## src/sv/wpt_pkg.sv

```systemverilog
`timescale 1ns / 1ps

package wpt_pkg;

  localparam int unsigned DelayW = 7;
  localparam int unsigned TicksW = 14;
  localparam int unsigned CfgIdxW = 3;
  localparam int unsigned CfgDataW = 8;

  localparam logic [DelayW-1:0] MaxDelay = 7'd99;
  localparam logic [DelayW-1:0] MinDelay = 7'd1;
  localparam logic [DelayW-1:0] ResetDelay = 7'd50;

  // Configuration register indexes.
  localparam logic [CfgIdxW-1:0] CfgPulseUnit = 3'd0;
  localparam logic [CfgIdxW-1:0] CfgInitDelay = 3'd1;
  localparam logic [CfgIdxW-1:0] CfgFirstRep = 3'd2;
  localparam logic [CfgIdxW-1:0] CfgFastRep = 3'd3;
  localparam logic [CfgIdxW-1:0] CfgSlowSteps = 3'd4;
  localparam logic [CfgIdxW-1:0] CfgHoldTicks = 3'd5;
  localparam logic [CfgIdxW-1:0] CfgSettleTicks = 3'd6;

  typedef enum logic [2:0] {
    PhIdle   = 3'd0,
    PhZc     = 3'd1,
    PhPulse  = 3'd2,
    PhManual = 3'd3,
    PhRel    = 3'd4,
    PhHold   = 3'd5,
    PhRel2   = 3'd6,
    PhSettle = 3'd7
  } phase_e;

  typedef struct packed {
    logic       zero_cross_high;
    logic       action_pressed;
    logic       mode_pressed;
    logic       minus_pressed;
    logic       plus_pressed;
  } in_item_t;

  typedef struct packed {
    logic [6:0] pulse_unit_ms;
    logic [7:0] first_repeat_ticks;
    logic [7:0] fast_repeat_ticks;
    logic [7:0] slow_step_count;
    logic [7:0] release_hold_ticks;
    logic [7:0] release_settle_ticks;
  } cfg_t;

  // Button sampling request from the phase control to the repeat logic.
  typedef struct packed {
    logic step;
    logic plus;
    logic minus;
    logic mode;
  } rep_ctrl_t;

  typedef struct packed {
    logic              load;
    logic [DelayW-1:0] value;
  } delay_load_t;

  // Segment patterns, bit 0 is segment a.
  function automatic logic [6:0] seg_of(input logic [3:0] digit);
    logic [6:0] seg;
    unique case (digit)
      4'd0:    seg = 7'b0111111;
      4'd1:    seg = 7'b0000110;
      4'd2:    seg = 7'b1011011;
      4'd3:    seg = 7'b1001111;
      4'd4:    seg = 7'b1100110;
      4'd5:    seg = 7'b1101101;
      4'd6:    seg = 7'b1111101;
      4'd7:    seg = 7'b0000111;
      4'd8:    seg = 7'b1111111;
      4'd9:    seg = 7'b1101111;
      default: seg = 7'b0000000;
    endcase
    return seg;
  endfunction

  function automatic logic [DelayW-1:0] clamp_delay(input logic [DelayW-1:0] v);
    logic [DelayW-1:0] r;
    if (v < MinDelay) begin
      r = MinDelay;
    end else if (v > MaxDelay) begin
      r = MaxDelay;
    end else begin
      r = v;
    end
    return r;
  endfunction

endpackage

```

## src/sv/wpt_seg.sv

```systemverilog
`timescale 1ns / 1ps

// Splits the delay into decimal digits and maps them to segment patterns.
module wpt_seg (
  input  logic [6:0] delay_i,
  output logic [6:0] ones_seg_o,
  output logic [6:0] tens_seg_o
);

  logic [14:0] prod;
  logic [3:0]  tens;
  logic [7:0]  tens_x10;
  logic [3:0]  ones;

  // Multiply by 205/2048, exact for values below 128.
  assign prod     = {8'd0, delay_i} * 15'd205;
  assign tens     = prod[14:11];
  assign tens_x10 = {4'd0, tens} * 8'd10;
  assign ones     = 4'({1'b0, delay_i} - tens_x10);

  assign ones_seg_o = wpt_pkg::seg_of(ones);
  assign tens_seg_o = wpt_pkg::seg_of(tens);

endmodule

```

## src/sv/wpt_repeat.sv

```systemverilog
`timescale 1ns / 1ps

// Delay setting, mode toggle and accelerating auto-repeat of plus and minus.
module wpt_repeat (
  input  logic                 clk_i,
  input  logic                 rst_ni,
  input  wpt_pkg::cfg_t        cfg_i,
  input  wpt_pkg::delay_load_t load_i,
  input  wpt_pkg::rep_ctrl_t   rep_i,
  output logic                 timed_q_o,
  output logic [6:0]           delay_q_o,
  output logic                 timed_d_o,
  output logic [6:0]           delay_d_o
);

  logic       timed_q, timed_d;
  logic [6:0] delay_q, delay_d;
  logic [7:0] slow_wait_q, slow_wait_d;
  logic [7:0] fast_wait_q, fast_wait_d;
  logic [7:0] step_cnt_q, step_cnt_d;
  logic       fast_ph_q, fast_ph_d;
  logic       due;

  assign due = (slow_wait_q == cfg_i.first_repeat_ticks) ||
               (fast_ph_q && (fast_wait_q == cfg_i.fast_repeat_ticks));

  always_comb begin
    timed_d     = timed_q;
    delay_d     = delay_q;
    slow_wait_d = slow_wait_q;
    fast_wait_d = fast_wait_q;
    step_cnt_d  = step_cnt_q;
    fast_ph_d   = fast_ph_q;
    if (rep_i.step) begin
      if (!due) begin
        if (!fast_ph_q) begin
          slow_wait_d = slow_wait_q + 8'd1;
        end else begin
          fast_wait_d = fast_wait_q + 8'd1;
        end
      end else begin
        slow_wait_d = '0;
        fast_wait_d = '0;
        if (rep_i.mode) begin
          timed_d = ~timed_q;
        end
        // Plus and minus each count a step; both may act in one sample.
        if (rep_i.plus && timed_d) begin
          if (step_cnt_d == cfg_i.slow_step_count) begin
            fast_ph_d = 1'b1;
          end else begin
            step_cnt_d = step_cnt_d + 8'd1;
          end
          if (delay_d < wpt_pkg::MaxDelay) begin
            delay_d = delay_d + 7'd1;
          end
        end
        if (rep_i.minus && timed_d) begin
          if (step_cnt_d == cfg_i.slow_step_count) begin
            fast_ph_d = 1'b1;
          end else begin
            step_cnt_d = step_cnt_d + 8'd1;
          end
          if (delay_d > wpt_pkg::MinDelay) begin
            delay_d = delay_d - 7'd1;
          end
        end
        if (!rep_i.plus && !rep_i.minus) begin
          step_cnt_d  = '0;
          fast_ph_d   = 1'b0;
          fast_wait_d = '0;
        end
      end
    end
    if (load_i.load) begin
      delay_d = load_i.value;
    end
  end

  always_ff @(posedge clk_i or negedge rst_ni) begin
    if (!rst_ni) begin
      timed_q     <= 1'b1;
      delay_q     <= wpt_pkg::ResetDelay;
      slow_wait_q <= '0;
      fast_wait_q <= '0;
      step_cnt_q  <= '0;
      fast_ph_q   <= 1'b0;
    end else begin
      timed_q     <= timed_d;
      delay_q     <= delay_d;
      slow_wait_q <= slow_wait_d;
      fast_wait_q <= fast_wait_d;
      step_cnt_q  <= step_cnt_d;
      fast_ph_q   <= fast_ph_d;
    end
  end

  assign timed_q_o = timed_q;
  assign delay_q_o = delay_q;
  assign timed_d_o = timed_d;
  assign delay_d_o = delay_d;

endmodule

```

## src/sv/wpt_fsm.sv

```systemverilog
`timescale 1ns / 1ps

// Firing sequence: zero-cross wait, timed or manual pulse, release and debounce waits.
module wpt_fsm (
  input  logic               clk_i,
  input  logic               rst_ni,
  input  logic               step_i,
  input  wpt_pkg::in_item_t  item_i,
  input  wpt_pkg::cfg_t      cfg_i,
  input  logic               timed_i,
  input  logic [6:0]         delay_i,
  output logic               weld_on_o,
  output wpt_pkg::rep_ctrl_t rep_o
);

  wpt_pkg::phase_e phase_q, phase_d;
  logic [13:0]     ticks_q, ticks_d;
  logic [13:0]     pulse_len;
  logic [13:0]     ticks_inc;
  wpt_pkg::phase_e fire_phase;

  assign pulse_len  = {7'd0, delay_i} * {7'd0, cfg_i.pulse_unit_ms};
  assign ticks_inc  = ticks_q + 14'd1;
  assign fire_phase = timed_i ? wpt_pkg::PhPulse : wpt_pkg::PhManual;

  // Next state.
  always_comb begin
    phase_d = phase_q;
    ticks_d = ticks_q;
    unique case (phase_q)
      wpt_pkg::PhIdle: begin
        if (item_i.action_pressed) begin
          if (item_i.zero_cross_high) begin
            phase_d = fire_phase;
            ticks_d = 14'd1;
          end else begin
            phase_d = wpt_pkg::PhZc;
          end
        end
      end
      wpt_pkg::PhZc: begin
        if (item_i.zero_cross_high) begin
          phase_d = fire_phase;
          ticks_d = 14'd1;
        end
      end
      wpt_pkg::PhPulse: begin
        if (ticks_q >= pulse_len) begin
          phase_d = wpt_pkg::PhRel;
          ticks_d = '0;
        end else begin
          ticks_d = ticks_inc;
        end
      end
      wpt_pkg::PhManual, wpt_pkg::PhRel: begin
        if (!item_i.action_pressed) begin
          phase_d = wpt_pkg::PhHold;
          ticks_d = '0;
        end
      end
      wpt_pkg::PhHold: begin
        ticks_d = ticks_inc;
        if (ticks_inc >= {6'd0, cfg_i.release_hold_ticks}) begin
          phase_d = wpt_pkg::PhRel2;
        end
      end
      wpt_pkg::PhRel2: begin
        if (!item_i.action_pressed) begin
          phase_d = wpt_pkg::PhSettle;
          ticks_d = '0;
        end
      end
      wpt_pkg::PhSettle: begin
        ticks_d = ticks_inc;
        if (ticks_inc >= {6'd0, cfg_i.release_settle_ticks}) begin
          phase_d = wpt_pkg::PhIdle;
          ticks_d = '0;
        end
      end
    endcase
  end

  // Outputs.
  always_comb begin
    weld_on_o   = 1'b0;
    rep_o.step  = 1'b0;
    rep_o.plus  = item_i.plus_pressed;
    rep_o.minus = item_i.minus_pressed;
    rep_o.mode  = item_i.mode_pressed;
    unique case (phase_q)
      wpt_pkg::PhIdle: begin
        if (item_i.action_pressed) begin
          weld_on_o = item_i.zero_cross_high;
        end else begin
          rep_o.step = step_i;
        end
      end
      wpt_pkg::PhZc:     weld_on_o = item_i.zero_cross_high;
      wpt_pkg::PhPulse:  weld_on_o = (ticks_q < pulse_len);
      wpt_pkg::PhManual: weld_on_o = item_i.action_pressed;
      wpt_pkg::PhRel, wpt_pkg::PhHold, wpt_pkg::PhRel2, wpt_pkg::PhSettle: begin
        weld_on_o = 1'b0;
      end
    endcase
  end

  always_ff @(posedge clk_i or negedge rst_ni) begin
    if (!rst_ni) begin
      phase_q <= wpt_pkg::PhIdle;
      ticks_q <= '0;
    end else if (step_i) begin
      phase_q <= phase_d;
      ticks_q <= ticks_d;
    end
  end

endmodule

```

## src/sv/weld_pulse_timer_with_autorepeat.sv

```systemverilog
`timescale 1ns / 1ps

// Weld pulse timer with auto-repeat delay adjustment.
// Each request on the slave stream is one 1 ms tick carrying the plus, minus,
// mode and action button levels and the zero-cross level. For every request
// the master stream delivers exactly one result: the weld drive level, the
// mode, the current delay and the two seven-segment digit patterns.
// A request is registered at the input, processed by short logic (phase
// control, repeat logic and one 7x7 multiply for the pulse length) and the
// result is registered at the output. One request is taken every cycle
// while the receiver does not stall the result stage.
// Configuration registers are to be written through cfg_we_i, cfg_idx_i and
// cfg_data_i by the user only while the block is idle; it is not enforced.
// Writing initial_delay also loads the delay, clamped to 1..99.
// Unknown indexes are ignored. Reset puts the block in idle with timed mode,
// delay 50 and the default register values; both stream stages come up empty.
// When the receiver stalls, the result holds and an empty input stage takes
// one more request before s_axis_tready drops.
module weld_pulse_timer_with_autorepeat (
  input  logic        clk_i,
  input  logic        rst_ni,
  // Configuration write port.
  input  logic        cfg_we_i,
  input  logic [2:0]  cfg_idx_i,
  input  logic [7:0]  cfg_data_i,
  // Tick requests.
  input  logic        s_axis_tvalid,
  output logic        s_axis_tready,
  // [0] plus_pressed, [1] minus_pressed, [2] mode_pressed,
  // [3] action_pressed, [4] zero_cross_high, [7:5] zero
  input  logic [7:0]  s_axis_tdata,
  // Results.
  output logic        m_axis_tvalid,
  input  logic        m_axis_tready,
  // [0] weld_on, [1] auto_timed, [8:2] delay_units, [15:9] ones_segments,
  // [22:16] tens_segments, [23] zero
  output logic [23:0] m_axis_tdata
);

  wpt_pkg::cfg_t        cfg_q;
  wpt_pkg::delay_load_t delay_load;
  wpt_pkg::rep_ctrl_t   rep;
  wpt_pkg::in_item_t    in_item_q;
  logic                 in_valid_q;
  logic                 out_valid_q;
  logic [23:0]          out_data_q;
  logic                 advance;
  logic                 step;
  logic                 weld_on;
  logic                 timed_q, timed_d;
  logic [6:0]           delay_q, delay_d;
  logic [6:0]           ones_seg, tens_seg;

  // The result stage moves when empty or taken; the input stage behind it.
  assign advance       = !out_valid_q || m_axis_tready;
  assign s_axis_tready = !in_valid_q || advance;
  assign step          = in_valid_q && advance;

  always_ff @(posedge clk_i or negedge rst_ni) begin
    if (!rst_ni) begin
      cfg_q.pulse_unit_ms        <= 7'd10;
      cfg_q.first_repeat_ticks   <= 8'd250;
      cfg_q.fast_repeat_ticks    <= 8'd50;
      cfg_q.slow_step_count      <= 8'd10;
      cfg_q.release_hold_ticks   <= 8'd250;
      cfg_q.release_settle_ticks <= 8'd10;
    end else if (cfg_we_i) begin
      unique case (cfg_idx_i)
        wpt_pkg::CfgPulseUnit:   cfg_q.pulse_unit_ms        <= cfg_data_i[6:0];
        wpt_pkg::CfgFirstRep:    cfg_q.first_repeat_ticks   <= cfg_data_i;
        wpt_pkg::CfgFastRep:     cfg_q.fast_repeat_ticks    <= cfg_data_i;
        wpt_pkg::CfgSlowSteps:   cfg_q.slow_step_count      <= cfg_data_i;
        wpt_pkg::CfgHoldTicks:   cfg_q.release_hold_ticks   <= cfg_data_i;
        wpt_pkg::CfgSettleTicks: cfg_q.release_settle_ticks <= cfg_data_i;
        default: ;
      endcase
    end
  end

  // Writing initial_delay loads the live delay as well.
  assign delay_load.load  = cfg_we_i && (cfg_idx_i == wpt_pkg::CfgInitDelay);
  assign delay_load.value = wpt_pkg::clamp_delay(cfg_data_i[6:0]);

  // Input register.
  always_ff @(posedge clk_i or negedge rst_ni) begin
    if (!rst_ni) begin
      in_valid_q <= 1'b0;
    end else if (s_axis_tready) begin
      in_valid_q <= s_axis_tvalid;
    end
  end

  always_ff @(posedge clk_i) begin
    if (s_axis_tready && s_axis_tvalid) begin
      in_item_q <= wpt_pkg::in_item_t'(s_axis_tdata[4:0]);
    end
  end

  wpt_fsm u_fsm (
    .clk_i     (clk_i),
    .rst_ni    (rst_ni),
    .step_i    (step),
    .item_i    (in_item_q),
    .cfg_i     (cfg_q),
    .timed_i   (timed_q),
    .delay_i   (delay_q),
    .weld_on_o (weld_on),
    .rep_o     (rep)
  );

  wpt_repeat u_repeat (
    .clk_i     (clk_i),
    .rst_ni    (rst_ni),
    .cfg_i     (cfg_q),
    .load_i    (delay_load),
    .rep_i     (rep),
    .timed_q_o (timed_q),
    .delay_q_o (delay_q),
    .timed_d_o (timed_d),
    .delay_d_o (delay_d)
  );

  wpt_seg u_seg (
    .delay_i    (delay_d),
    .ones_seg_o (ones_seg),
    .tens_seg_o (tens_seg)
  );

  // Result register.
  always_ff @(posedge clk_i or negedge rst_ni) begin
    if (!rst_ni) begin
      out_valid_q <= 1'b0;
    end else if (advance) begin
      out_valid_q <= in_valid_q;
    end
  end

  always_ff @(posedge clk_i) begin
    if (step) begin
      out_data_q <= {1'b0, tens_seg, ones_seg, delay_d, timed_d, weld_on};
    end
  end

  assign m_axis_tvalid = out_valid_q;
  assign m_axis_tdata  = out_data_q;

endmodule

```

## config.mk

```make
export PLATFORM = sky130hd
export DESIGN_NAME = weld_pulse_timer_with_autorepeat
export DESIGN_NICKNAME = d
export VERILOG_FILES = /design/src/sv/wpt_pkg.sv /design/src/sv/wpt_seg.sv /design/src/sv/wpt_repeat.sv /design/src/sv/wpt_fsm.sv /design/src/sv/weld_pulse_timer_with_autorepeat.sv
export SDC_FILE = /design/constraint.sdc
export NUM_CORES = 1
export LEC_CHECK = 0
export BUFFER_PORTS_ARGS = -buffer_cell sky130_fd_sc_hd__buf_2
export CAP_MARGIN = 15
export CORE_MARGIN = 3
export CORE_UTILIZATION = 58
export CTS_CLUSTER_DIAMETER = 200
export DETAILED_ROUTE_END_ITERATION = 10
export PLACE_DENSITY = 0.84
export SYNTH_ARGS = -nofsm -noshare
export SYNTH_HDL_FRONTEND = slang
export SYNTH_SLANG_ARGS = --single-unit
```

## constraint.sdc

```tcl
create_clock -name clk_i -period 9.2 [get_ports clk_i]
set_input_delay 0.92 -clock clk_i [delete_from_list [all_inputs] [get_ports clk_i]]
set_output_delay 0.92 -clock clk_i [all_outputs]
set_load 0.01 [all_outputs]
```

## Yosys cells after proc, flatten, opt, wreduce, memory -nomap -nowiden

Memories as Yosys holds them, arrays and structs flattened. A register that Yosys moved wholly into a read port is not among the register bits.
Index checks and enable logic that the tools add are counted.

| word-level totals | value |
|---|---|
| memories | 2 |
| bits in read-only memories | 224 |
| input port bits | 24 |
| bits in registers | 127 |

| operators by class | value |
|---|---|
| multipliers | 3 |
| mux-type cells | 52 |
| $lt $le $gt $ge | 8 |
| bitwise operators | 1 |
| add/sub/neg operators | 8 |
| reductions and logical operators | 31 |
| equal/unequal tests | 26 |

Memories:

| memory | depth | width | rd ports | clocked after Yosys merged registers in | write ports | RTL line | RTL |
|---|---|---|---|---|---|---|---|
| (name not given) | 16 | 7 | 1 | 1 | 0 | wpt_pkg.sv:67 | `unique case (digit)` |
| (name not given) | 16 | 7 | 1 | 1 | 0 | wpt_pkg.sv:67 |  |

Operator list:

| cell | number |
|---|---|
| $mux 8 | 11 |
| $pmux 14 s6 | 1 |
| $mux 7 | 11 |
| $mux 14 | 5 |
| $add 8x1->8 const B | 4 |
| $eq 8x8->1 | 4 |
| $ge 14x8->1 | 2 |
| $mux 3 | 8 |
| $eq 3x3->1 const B | 7 |
| $pmux 3 s7 | 1 |
| $reduce_and 2->1 | 9 |
| $mul 7x8->15 const B | 1 |
| $add 14x1->14 const B | 1 |
| $ge 14x14->1 | 1 |
| $lt 14x14->1 | 1 |
| $mul 7x7->14 | 1 |
| $mux 1 | 14 |
| $eq 3x2->1 const B | 4 |
| $ne 2x2->1 const B | 6 |
| $reduce_and 8->1 | 1 |
| $add 7x1->7 const B | 1 |
| $gt 7x1->1 const B | 1 |
| $gt 7x7->1 const B | 1 |
| $logic_and 1x1->1 | 7 |
| other kinds (17) | 26 |

## Depth between registers and ports, before layout

Gate-level depths: netlist (run 1).

| depth | value |
|---|---|
| word-level depth | 19 |
| gate-level depth with buffers | 40 |

## Cells and area by module

From an unflattened synthesis (run 1), not the netlist that was laid out.

| second synthesis, totals | value |
|---|---|
| cells, all modules | 1114 |
| area, all modules | 10914.2 um^2 |

By module, submodules not included:

| module | area an instance (um^2) | sequential area each (um^2) | instances | cells an instance |
|---|---|---|---|---|
| wpt_fsm | 3484.6 | 425.4 | 1 | 416 |
| wpt_repeat | 3015.4 | 830.8 | 1 | 358 |
| weld_pulse_timer_with_autorepeat | 2889.0 | 2093.3 | 1 | 159 |
| wpt_seg | 1525.2 | 0.0 | 1 | 181 |

## Worst setup path before layout (run 1)

No wires, ideal clock.

| path | value |
|---|---|
| kind | register to register |
| start point | reg u_repeat.delay_q[0] (netlist: u_repeat.delay_q_o[0]) |
| end point | reg out_data_q[9] (netlist: m_axis_tdata[9]) (data pin) |
| setup time | 0.158 ns |
| data required time | 9.042 ns |
| setup slack | 0.800 ns |
| data arrival time | 8.242 ns |
| buffers on the path | 1 |
| stages on the path, launching flop included | 38 |
| path through | dfrtp_1 a2111o_1 and2_1 or2_2 clkbuf_1 mux2i_1 ha_1 a211oi_1 a2111oi_4 a311oi_2 nand3_1 xnor2_1 nor2_1 a21oi_1 o21ai_0 inv_1 ha_1 inv_1 [2 not listed] ha_1 ha_1 nor2b_1 o21ai_0 nand2_1 and2_2 or2_2 inv_1 a21oi_1 or2_2 inv_1 xnor2_1 ha_1 a31oi_1 o311ai_0 xnor3_2 or3_4 o211ai_1 |

| between the ends | value |
|---|---|
| cells in the longest elaborated chain, start to end | 14 |
| elaborated cells on any way between the ends | 16 |
| classes of those cells | add/sub (3); mul (2); order compare (2); mux (9) |

RTL lines:

| element | RTL line | RTL |
|---|---|---|
| start, declared | wpt_repeat.sv:17 | `logic [6:0] delay_q, delay_d;` |
| start signal, assigned | wpt_repeat.sv:83 | `delay_q <= wpt_pkg::ResetDelay;` |
| start signal, assigned | wpt_repeat.sv:90 | `delay_q <= delay_d;` |
| $add 7x1->7 / $lt 7x7->1 (equally long branches) | wpt_repeat.sv:55, wpt_repeat.sv:54 |  |
| $mux 7 | wpt_repeat.sv:54 | `if (delay_d < wpt_pkg::MaxDelay) begin` |
| $mux 7 (*) | wpt_repeat.sv:48 | `if (rep_i.plus && timed_d) begin` |
| $mux 7 (*) | wpt_repeat.sv:35 | `if (!due) begin` |
| $mux 7 (*) | wpt_repeat.sv:34 | `if (rep_i.step) begin` |
| $sub 7x1->7 / $gt 7x1->1 (equally long branches) | wpt_repeat.sv:65, wpt_repeat.sv:64 |  |
| $mux 7 | wpt_repeat.sv:64 | `if (delay_d > wpt_pkg::MinDelay) begin` |
| $mux 7 (*) | wpt_repeat.sv:58 | `if (rep_i.minus && timed_d) begin` |
| $mux 7 (*) | wpt_repeat.sv:35 |  |
| $mux 7 (*) | wpt_repeat.sv:34 |  |
| $mux 7 (*) | wpt_repeat.sv:75 | `if (load_i.load) begin` |
| via delay_d[5] | weld_pulse_timer_with_autorepeat.sv:51 | `logic [6:0] delay_q, delay_d;` |
| $mul 7x8->15 (*) | wpt_seg.sv:16 | `assign prod = {8'd0, delay_i} * 15'd205;` |
| $mul 4x3->3 (*) | wpt_seg.sv:18 | `assign tens_x10 = {4'd0, tens} * 8'd10;` |
| $sub 4x4->4 (*) | wpt_seg.sv:19 | `assign ones = 4'({1'b0, delay_i} - tens_x10);` |
| end, declared | weld_pulse_timer_with_autorepeat.sv:46 | `logic [23:0] out_data_q;` |

The timed path passes the listed nets; every way through them passes the cells marked *. The select of a mux whose other input is x is not followed.
A chain may end at the register's enable or synchronous reset.

## Worst setup path in the final report (run 1)

| path | value |
|---|---|
| start point | reg u_repeat.delay_q[1] (netlist: u_repeat.delay_q_o[1]) |
| end point | reg out_data_q[15] (netlist: m_axis_tdata[15]) (data pin) |

The elaborated chain is that of the path after synthesis.

==> impl_metrics.tcl, run 1 <==
set metrics [dict create \
    synth_top_family_by_area "adder cells" \
    dp_cells 1301 \
    clk_latency_ps 430 \
    grt_use_total_pct 23.79 \
    slew_viol_final 0 \
    rsz0062_at_grt "false" \
    clkTransAtPathRegs_ps 60 \
    worst_slew_pin_slew_ps 1128 \
    r2r_cells 39 \
    coreArea_um2 17360 \
    htree_levels 4 \
    synth_mux_area_share_pct 6.501 \
    period_needed_ps 8753 \
    max_freq_ghz 0.1142 \
    first_iter_violations 535 \
    synth_nets 1215 \
    cpMaxStageDelayCell "fa_1" \
    layout.cells.non_filler 1337 \
    outcome "finished, final reports clean" \
    total_power_mw 4.805 \
    cts_buffer_depth 2 \
    yosysWarnings 0 \
    finalCritPeriodShare_pct 95.15 \
    syn_inst 1047 \
    critPathArrivalTime_ps 9010 \
    cellLeakagePower_nw 5.281 \
    fp.dieW_um 139.2 \
    grt_pass1_vias 7780 \
    hp-class "in2async" \
    final-hold-violation-count 0 \
    endpoint "m_axis_tdata[15]$_DFFE_PP_" \
    slew_headroom_pct 24.25 \
    synth.cell_area_um2 10300 \
    antenna_left 0 \
    cts_root_buffer "clkbuf_16" \
    diodes 0 \
    drc_errors 0 \
    routed_via_density 5.844 \
    syn2layout_area_growth_pct 10.16 \
    wl_per_cell_um 16.83 \
    dpl-instance-area_um2 10720 \
    pin_count 50 \
    r2r_start "u_repeat.delay_q_o[1]$_DFF_PN1_" \
    synth.avg_cell_area_um2 9.834 \
    firstDrtPassIters 5 \
    grt_pass1_wl_mm 37.84 \
    synth_edf_count 28 \
    met2_usage_pct 40.20 \
    numClockSinks 127 \
    antenna_found_initial 0 \
    setup_tns_ps 0 \
    drt-total-wl_mm 22.50 \
    power_per_cell_area_nw_per_um2 423.7 \
    design_area_um2 11340 \
    post_synth_num_cell_types 86 \
    finalNetCount 1267 \
    crit_start "u_repeat.delay_q_o[1]$_DFF_PN1_" \
    yosys.area_share.simple_pct 16.17 \
    numPortBuffers 45 \
    met1_usage_pct 30.43 \
    setup_ws_ps 446.6 \
    synthAdderAreaFrac_pct 19.83 \
    cts_tree "yes" \
    initial_core_util_pct 59.32 \
    synth_compound_area_share_pct 12.29 \
    rows 48 \
    setup_viol 0 \
    endpoint_kind "flop" \
    dieArea_um2 19390 \
    final_common_cell "ha_1" \
    reg2reg_setup_slack_ps 450 \
    grt_max_degree 65 \
    overflow 0 \
    via_count 7814 \
    vdd_drop_max_mv 0.5082 \
    crit_path_max_fanout 14 \
    seq_area_frac_synth_pct 32.53 \
    fillers 1294 \
    busiest_layer "met2" \
    drive_gt1_share_pct 19.15 \
    crit_type "reg2reg" \
    die_h_um 139.2 \
    hpwl_mm 16.15 \
    synth_ff_type "dfrtp_1" \
    cp-start-kind "flop" \
    layout_common_cells "112 x ha_1, 100 x nand2_1, 94 x inv_1" \
    synthXorXnorAreaFrac_pct 7.206 \
    numCtsBuffers 17 \
    fin_skew_ps 9.310 \
    slowest_delay_ps 520 \
    ys_ff_latch 127 \
    use_met3_pct 4.536 \
    place_ws_ps 398.3 \
    cap_violations 0 \
    gp_congestion 0.9240 \
    ys_async_sr_fraction_pct 77.95 \
    r2r-end "m_axis_tdata[15]$_DFFE_PP_" \
    crit_required_ps 9460 \
]
## state kept, by name (all words and copies together) (netlist names)
signal                flops
u_repeat.delay_q_o        7
u_repeat.slow_wait_q      8
m_axis_tvalid             1
u_repeat.timed_q_o        1
u_fsm.phase_q             3
cfg_q                    47
u_repeat.step_cnt_q       8
m_axis_tdata             23
in_valid_q                1
u_fsm.ticks_q            14
u_repeat.fast_ph_q        1
in_item_q                 5
u_repeat.fast_wait_q      8
## worst max-delay path: cells and delay by family (launching register included)
family,cells,cell delay (ps)
AND/OR/NAND/NOR,13,2750
adder cells (fa/ha/maj),6,1990
AO/OA/AOI/OAI,10,1840
XOR/XNOR,3,600
buffers and inverters,5,500
multiplexers,2,480
flip-flops,1,450
## cell families (layout without fill, tap and decap cells)
logic type | Yosys count | in the layout
simple gates | 326 | 326
compound gates | 183 | 183
fa+ha+maj | 144 | 144
flops | 127 | 127
buf+inv | 126 | 191
xor+xnor | 80 | 80
mux | 60 | 60
other cells | 1 | 1
## power breakdown
group,internal [mW],total (mW),switching [mW]
clock network,0.368,0.648,0.279
registers,0.836,0.944,0.108
logic,1.48,3.21,1.74
total,2.68,4.81,2.12
## through the flow
stage          utilization (%)  hold WS, ps
2_1_floorplan                -        470.7
3_3_place_gp             61.76        485.8
3_5_place_dp             61.76        493.6
4_1_cts                  65.04        455.6
5_1_grt                  65.35        472.0
6_report                 65.35        441.1
## routing by layer
| layer | share of wire, % | routed length [µm] |
|---|---|---|
| met1 | 43 | 9612 |
| met2 | 50 | 11210 |
| met3 | 4.5 | 1017 |
| met4 | 2.9 | 655 |
| met5 | 0 | 0 |
## synthesized netlist by cell type, drive strengths merged, types with 5 or more instances
library cell    n  area (µm²)
a31oi           6       37.54
nand2b         18       112.6
a21o           14       106.4
or3             6       42.54
inv            94       352.8
o211ai          5       37.54
edfxtp         28       840.8
mux2           52       589.3
nor2           59       224.0
nand3          25       130.1
mux2i           8       80.08
buf             5       37.54
and2           33       210.2
and3           13       85.08
fa             32       640.6
xnor2          49       436.7
clkbuf         25       125.1
a211oi          6       45.04
o21ai          52       264.0
nand4          17       106.4
nor3           17       101.4
dfrtp          74        1852
xor2           30       281.5
nand2         100       375.4
ha            112        1401
o21a           10       82.57
nor2b          11       68.82
a21oi          38       190.2
or2             6       37.54
o31ai          16       120.1
dfstp          25       656.9
## worst min path at each step
stage                                       from                            to
after floorplan           in_valid_q$_DFFE_PN0N_     m_axis_tvalid$_DFFE_PN0P_
after global placement    in_valid_q$_DFFE_PN0N_     m_axis_tvalid$_DFFE_PN0P_
after detailed placement    cfg_q[4]$_DFFE_PN0P_          cfg_q[4]$_DFFE_PN0P_
after CTS                                 rst_ni  u_fsm.ticks_q[8]$_DFFE_PN0P_
after global routing                      rst_ni  u_fsm.phase_q[2]$_DFFE_PN0P_
final                                     rst_ni  u_fsm.ticks_q[8]$_DFFE_PN0P_
## final cells by class
class | count | area, µm² | area share (%)
Clock buffer | 19 | 452.9 | 3.993
Clock inverter | 13 | 116.4 | 1.026
Inverter | 94 | 352.8 | 3.111
Multi-Input combinational cell | 794 | 6411 | 56.53
Sequential cell | 127 | 3349 | 29.53
Tap cell | 225 | 281.5 | 2.482
Timing Repair Buffer | 65 | 377.9 | 3.331
## what timing repair did
item | 4_1_cts | 5_1_grt
buffers inserted | 0 | 4
hold buffers | 0 | 0
setup endpoints to repair | 0 | 7
gates resized for setup | 0 | 5
Power figures use the tool's default switching activity.
==> run 2: changes to the inputs <==
==> constraint.sdc (replaced) <==
create_clock -name clk_i -period 9.3 [get_ports clk_i]
set_input_delay 0.93 -clock clk_i [delete_from_list [all_inputs] [get_ports clk_i]]
set_output_delay 0.93 -clock clk_i [all_outputs]
set_load 0.01 [all_outputs]
==> run 2 against run 1 <==
  * Critical path depth did not move
  * Core utilization grew 0.40 points
  * Largest power group unchanged
  * First-iteration DRC count rose by 9.2%
  * Via count up 0.88%
  * Die area stayed put
  * Critical endpoint is now m_axis_tdata[9]$_DFFE_PP_
  * Combinational power about the same
  * Highest routed layer unchanged
  * Clock power increased by 5.7%
==> impl_metrics.tcl, run 2 (synthesis results as in run 1) <==
set metrics [dict create \
    antenna_found_initial 0 \
    holdBufCountCts 0 \
    setup_viol 0 \
    drive_gt1_share_pct 19.44 \
    syn2layout_area_growth_pct 10.84 \
    slew_viol_final 0 \
    critPathArrivalTime_ps 9150 \
    cp_num_cells 39 \
    endpoint_kind "flop" \
    clk_latency_ps 430 \
    routed_via_density 5.878 \
    antenna_left 0 \
    slew_headroom_pct 23.48 \
    die_h_um 139.2 \
    final-seq-area_um2 3349 \
    htree_levels 4 \
    reg2reg_setup_slack_ps 410 \
    first_iter_violations 584 \
    drt-total-wl_mm 23.02 \
    worst_slew_pin_slew_ps 1145 \
    firstDrtPassIters 4 \
    clkPwrFrac_pct 14.2 \
    r2r_start "u_repeat.delay_q_o[4]$_DFF_PN1_" \
    numCtsBuffers 17 \
    crit_family "simple AND/OR/NAND/NOR gates" \
    clkTransAtPathRegs_ps 60 \
    dieArea_um2 19390 \
    final_common_cell "ha_1" \
    via_count 7883 \
    layout_common_cells "112 x ha_1, 100 x nand2_1, 94 x inv_1" \
    initial_core_util_pct 59.32 \
    cap_violations 0 \
    fin_skew_ps 11.40 \
    path_buf_inv 5 \
    cts_buffer_depth 2 \
    vdd_drop_max_mv 0.4668 \
    whs_ps 414.1 \
    wl_per_cell_um 17.17 \
    rows 48 \
    drc_errors 0 \
    internal-power_mw 2.703 \
    final-hold-violation-count 0 \
    finalNetCount 1271 \
    cp-start-kind "flop" \
    gp_congestion 0.9057 \
    diodes 0 \
    crit_required_ps 9560 \
    outcome "finished, final reports clean" \
    overflow 0 \
    max_freq_ghz 0.1125 \
    grt_use_total_pct 24.13 \
    total_power_mw 4.833 \
    p_sw_share_pct 44.08 \
    cts_tree "yes" \
    power_per_cell_area_nw_per_um2 423.5 \
    p_seq_share_pct 19.4 \
    multi_input_area_um2 6414 \
    cts_root_buffer "clkbuf_16" \
    fp.dieW_um 139.2 \
    hpwl_mm 16.01 \
    r2r-end "m_axis_tdata[9]$_DFFE_PP_" \
    finalCritPeriodShare_pct 95.58 \
    period_needed_ps 8889 \
    pwr-share-comb_pct 66.4 \
    crit_type "reg2reg" \
    slowest_delay_ps 510 \
    largest_register_ffs 47 \
    numPortBuffers 45 \
    cellLeakagePower_nw 5.324 \
    numClockSinks 127 \
    fillers 1282 \
    grt_pass1_wl_mm 38.41 \
    r2r_cells 39 \
    p_switching_mw 2.130 \
    grt_max_degree 72 \
    grt_pass1_vias 7865 \
    coreArea_um2 17360 \
    pin_count 50 \
    cpMaxStageDelayCell "fa_1" \
    hp-class "in2async" \
    crit_path_max_fanout 16 \
    largest-register "cfg_q" \
]
run 2: timing repair:
item,in CTS,in global routing
gates resized for setup,0,6
buffers inserted,0,7
endpoints found under the setup margin,0,7
run 2: metal layers:
metal  part of all wire [%]  global-route usage (%)
met1                     42                   30.67
met2                     51                   40.36
met3                    4.3                   4.536
met4                    3.3                   10.56
met5                      0                       0
run 2: final cells by class:
class                      instances  area share, %
clock buffer                      21          4.309
clock inverter                    11          1.009
inverter                          94          3.092
multi-input combinational        794          56.20
sequential                       127          29.35
tap                              225          2.467
timing repair buffer              69          3.574
run 2: power by group through the flow:
stage | clock (mW) | sequential [mW] | combinational (mW)
floorplan | 0 | 0.925 | 2.37
global placement | 0 | 0.939 | 2.86
detailed placement | 0 | 0.944 | 2.98
CTS | 0.689 | 0.938 | 3.01
global route | 0.720 | 0.955 | 3.61
finish | 0.685 | 0.940 | 3.21
run 2: through the flow:
stage                     setup slack [ps]  cell area, µm²  cells  TNS, ps  util [%]
final                                411.1           11410   1341        0     65.75
after detailed placement             324.4           10720   1301        0     61.76
after floorplan                      900.2           10300   1047        0         -
after global placement               576.1           10720   1301        0     61.76
after global routing                -85.27           11410   1341   -269.8     65.75
after CTS                            216.1           11330   1333        0     65.25
run 2: worst register-to-register path, delay by kind of cell (launching register included):
kind | cells | cell delay, ps
multiplexers | 2 | 460
XOR/XNOR | 3 | 620
flip-flops | 1 | 470
buffers and inverters | 5 | 510
AND/OR/NAND/NOR | 13 | 2750
adder cells (fa/ha/maj) | 6 | 1970
AO/OA/AOI/OAI | 10 | 1920
run 2: how the worst max path moves through the flow:
stage / startpoint / endpoint
after floorplan: u_repeat.delay_q_o[0]$_DFF_PN0_ / m_axis_tdata[9]$_DFFE_PP_
after global placement: u_repeat.timed_q_o$_DFF_PN1_ / m_axis_tdata[9]$_DFFE_PP_
after detailed placement: u_repeat.timed_q_o$_DFF_PN1_ / m_axis_tdata[9]$_DFFE_PP_
after CTS: u_repeat.timed_q_o$_DFF_PN1_ / m_axis_tdata[9]$_DFFE_PP_
after global routing: u_repeat.delay_q_o[4]$_DFF_PN1_ / m_axis_tdata[9]$_DFFE_PP_
final: u_repeat.delay_q_o[4]$_DFF_PN1_ / m_axis_tdata[9]$_DFFE_PP_
==> run 3: changes to the inputs <==
--- a/config.mk
+++ b/config.mk
@@ -11,7 +11,7 @@
 export CORE_UTILIZATION = 58
 export CTS_CLUSTER_DIAMETER = 200
 export DETAILED_ROUTE_END_ITERATION = 10
-export PLACE_DENSITY = 0.84
+export PLACE_DENSITY = 0.76
 export SYNTH_ARGS = -nofsm -noshare
 export SYNTH_HDL_FRONTEND = slang
 export SYNTH_SLANG_ARGS = --single-unit
==> run 3 against run 2 <==
  * Clock power decreased by 0.7%
  * Non-clock buffer count decreased by 7
  * Sequential power decreased by 0.9%
  * Critical path type unchanged
  * Critical path depth unchanged
  * Hold slack improved by 21 ps
  * Largest power group unchanged
==> impl_metrics.tcl, run 3 (synthesis results as in run 1) <==
set metrics [dict create \
    coreArea_um2 17360 \
    htree_levels 4 \
    power_per_cell_area_nw_per_um2 419.2 \
    design_area_um2 11350 \
    internal-power_mw 2.614 \
    p_seq_share_pct 19.6 \
    drt-total-wl_mm 22.26 \
    numCtsBuffers 17 \
    diodes 0 \
    r2r_start "u_repeat.delay_q_o[4]$_DFF_PN1_" \
    cpMaxStageDelayCell "fa_1" \
    critPathArrivalTime_ps 9070 \
    first_iter_violations 455 \
    fin_skew_ps 12.79 \
    final_core_util_pct 65.42 \
    cellLeakagePower_nw 5.291 \
    antenna_found_initial 0 \
    worst_slew_pin_slew_ps 1179 \
    outcome "finished, final reports clean" \
    gp_congestion 0.8453 \
    cp-start-kind "flop" \
    dp_cells 1300 \
    grt_pass1_wl_mm 37.27 \
    total_power_mw 4.760 \
    hpwl_mm 16.23 \
    overflow 0 \
    p_switching_mw 2.145 \
    largest_register_ffs 47 \
    grt_pass1_vias 7538 \
    largest-register "cfg_q" \
    max_freq_ghz 0.1135 \
    holdBufCountCts 0 \
    final_common_cell "ha_1" \
    period_needed_ps 8807 \
    r2r_cells 39 \
    clkPwrFrac_pct 14.3 \
    slowest_delay_ps 530 \
    finalCritPeriodShare_pct 94.70 \
    final-seq-area_um2 3349 \
    endpoint_kind "flop" \
    vdd_drop_max_mv 0.6574 \
    layout_common_cells "112 x ha_1, 100 x nand2_1, 94 x inv_1" \
    die_h_um 139.2 \
    antenna_left 0 \
    rsz0062_at_grt "false" \
    clk_latency_ps 430 \
    numPortBuffers 45 \
    clkTransAtPathRegs_ps 60 \
    grt_max_degree 68 \
    slew_viol_final 0 \
    fp.dieW_um 139.2 \
    drive_gt1_share_pct 18.94 \
    cts_root_buffer "clkbuf_16" \
    finalNetCount 1264 \
    wl_per_cell_um 16.68 \
    multi_input_area_um2 6412 \
    hp-class "in2async" \
    grt_use_total_pct 23.34 \
    drc_errors 0 \
    firstDrtPassIters 7 \
    dieArea_um2 19390 \
    dpl-instance-area_um2 10710 \
    crit_start "u_repeat.delay_q_o[4]$_DFF_PN1_" \
    setup_viol 0 \
    slew_headroom_pct 21.26 \
    crit_path_max_fanout 16 \
    syn2layout_area_growth_pct 10.28 \
    p_sw_share_pct 45.07 \
    cts_buffer_depth 2 \
    via_count 7693 \
    initial_core_util_pct 59.32 \
    rows 48 \
    pwr-share-comb_pct 66.1 \
    cap_violations 0 \
    fillers 1356 \
    crit_required_ps 9560 \
    routed_via_density 5.767 \
    setup_tns_ps 0 \
    numClockSinks 127 \
    pin_count 50 \
    cts_tree "yes" \
    layout.cells.non_filler 1334 \
    crit_type "reg2reg" \
    final-hold-violation-count 0 \
]
run 3: critical path: cells and delay by family, from the launching register on:
kind            cells  cell delay [ps]
flops               1              470
buf+inv             5              520
fa+ha+maj           6             1980
mux                 2              480
compound gates     10             1840
simple gates       13             2810
xor+xnor            3              570
run 3: final cells by class:
type                            count  area share, %
Sequential cell                   127          29.50
Clock inverter                     14          1.344
Inverter                           94          3.107
Timing Repair Buffer               62          3.129
Multi-Input combinational cell    794          56.47
Clock buffer                       18          3.967
Tap cell                          225          2.479
run 3: final timing paths:
kind	slack (ps)	end
setup / recovery	490	m_axis_tdata[15]$_DFFE_PP_
hold / removal	430	u_fsm.ticks_q[9]$_DFFE_PN0P_
setup reg to reg	490	m_axis_tdata[15]$_DFFE_PP_
hold reg to reg	500	u_repeat.step_cnt_q[7]$_DFFE_PN0P_
max in group asynchronous	7670	u_repeat.step_cnt_q[6]$_DFFE_PN0P_
min in group clk_i	500	u_repeat.step_cnt_q[7]$_DFFE_PN0P_
run 3: routing by layer:
layer	wire (µm)	up-vias	GRT usage, %
li1	-	3761	-
met1	10180	3772	31.85
met2	10980	133	39.01
met3	714	27	4.021
met4	378	0	5.767
met5	0	-	0
run 3: through the flow:
step	worst slack, ps	hold WS (ps)
after floorplan	900.2	470.7
after global placement	569.6	487.6
after detailed placement	392.8	490.7
after CTS	282.5	449.5
after global routing	6.539	464.8
final	493.1	434.9
run 3: repair_timing:
action | CTS | global route
setup buffers | 0 | 2
resized for setup | 0 | 4
setup endpoints to repair | 0 | 6
run 3: power groups by stage:
| stage | Clock (mW) | Combinational [mW] | Sequential (mW) |
|---|---|---|---|
| detailed placement | 0 | 3.00 | 0.940 |
| global placement | 0 | 2.88 | 0.936 |
| global route | 0.713 | 3.56 | 0.950 |
| CTS | 0.685 | 3.04 | 0.932 |
| finish | 0.680 | 3.15 | 0.932 |
| floorplan | 0 | 2.37 | 0.925 |
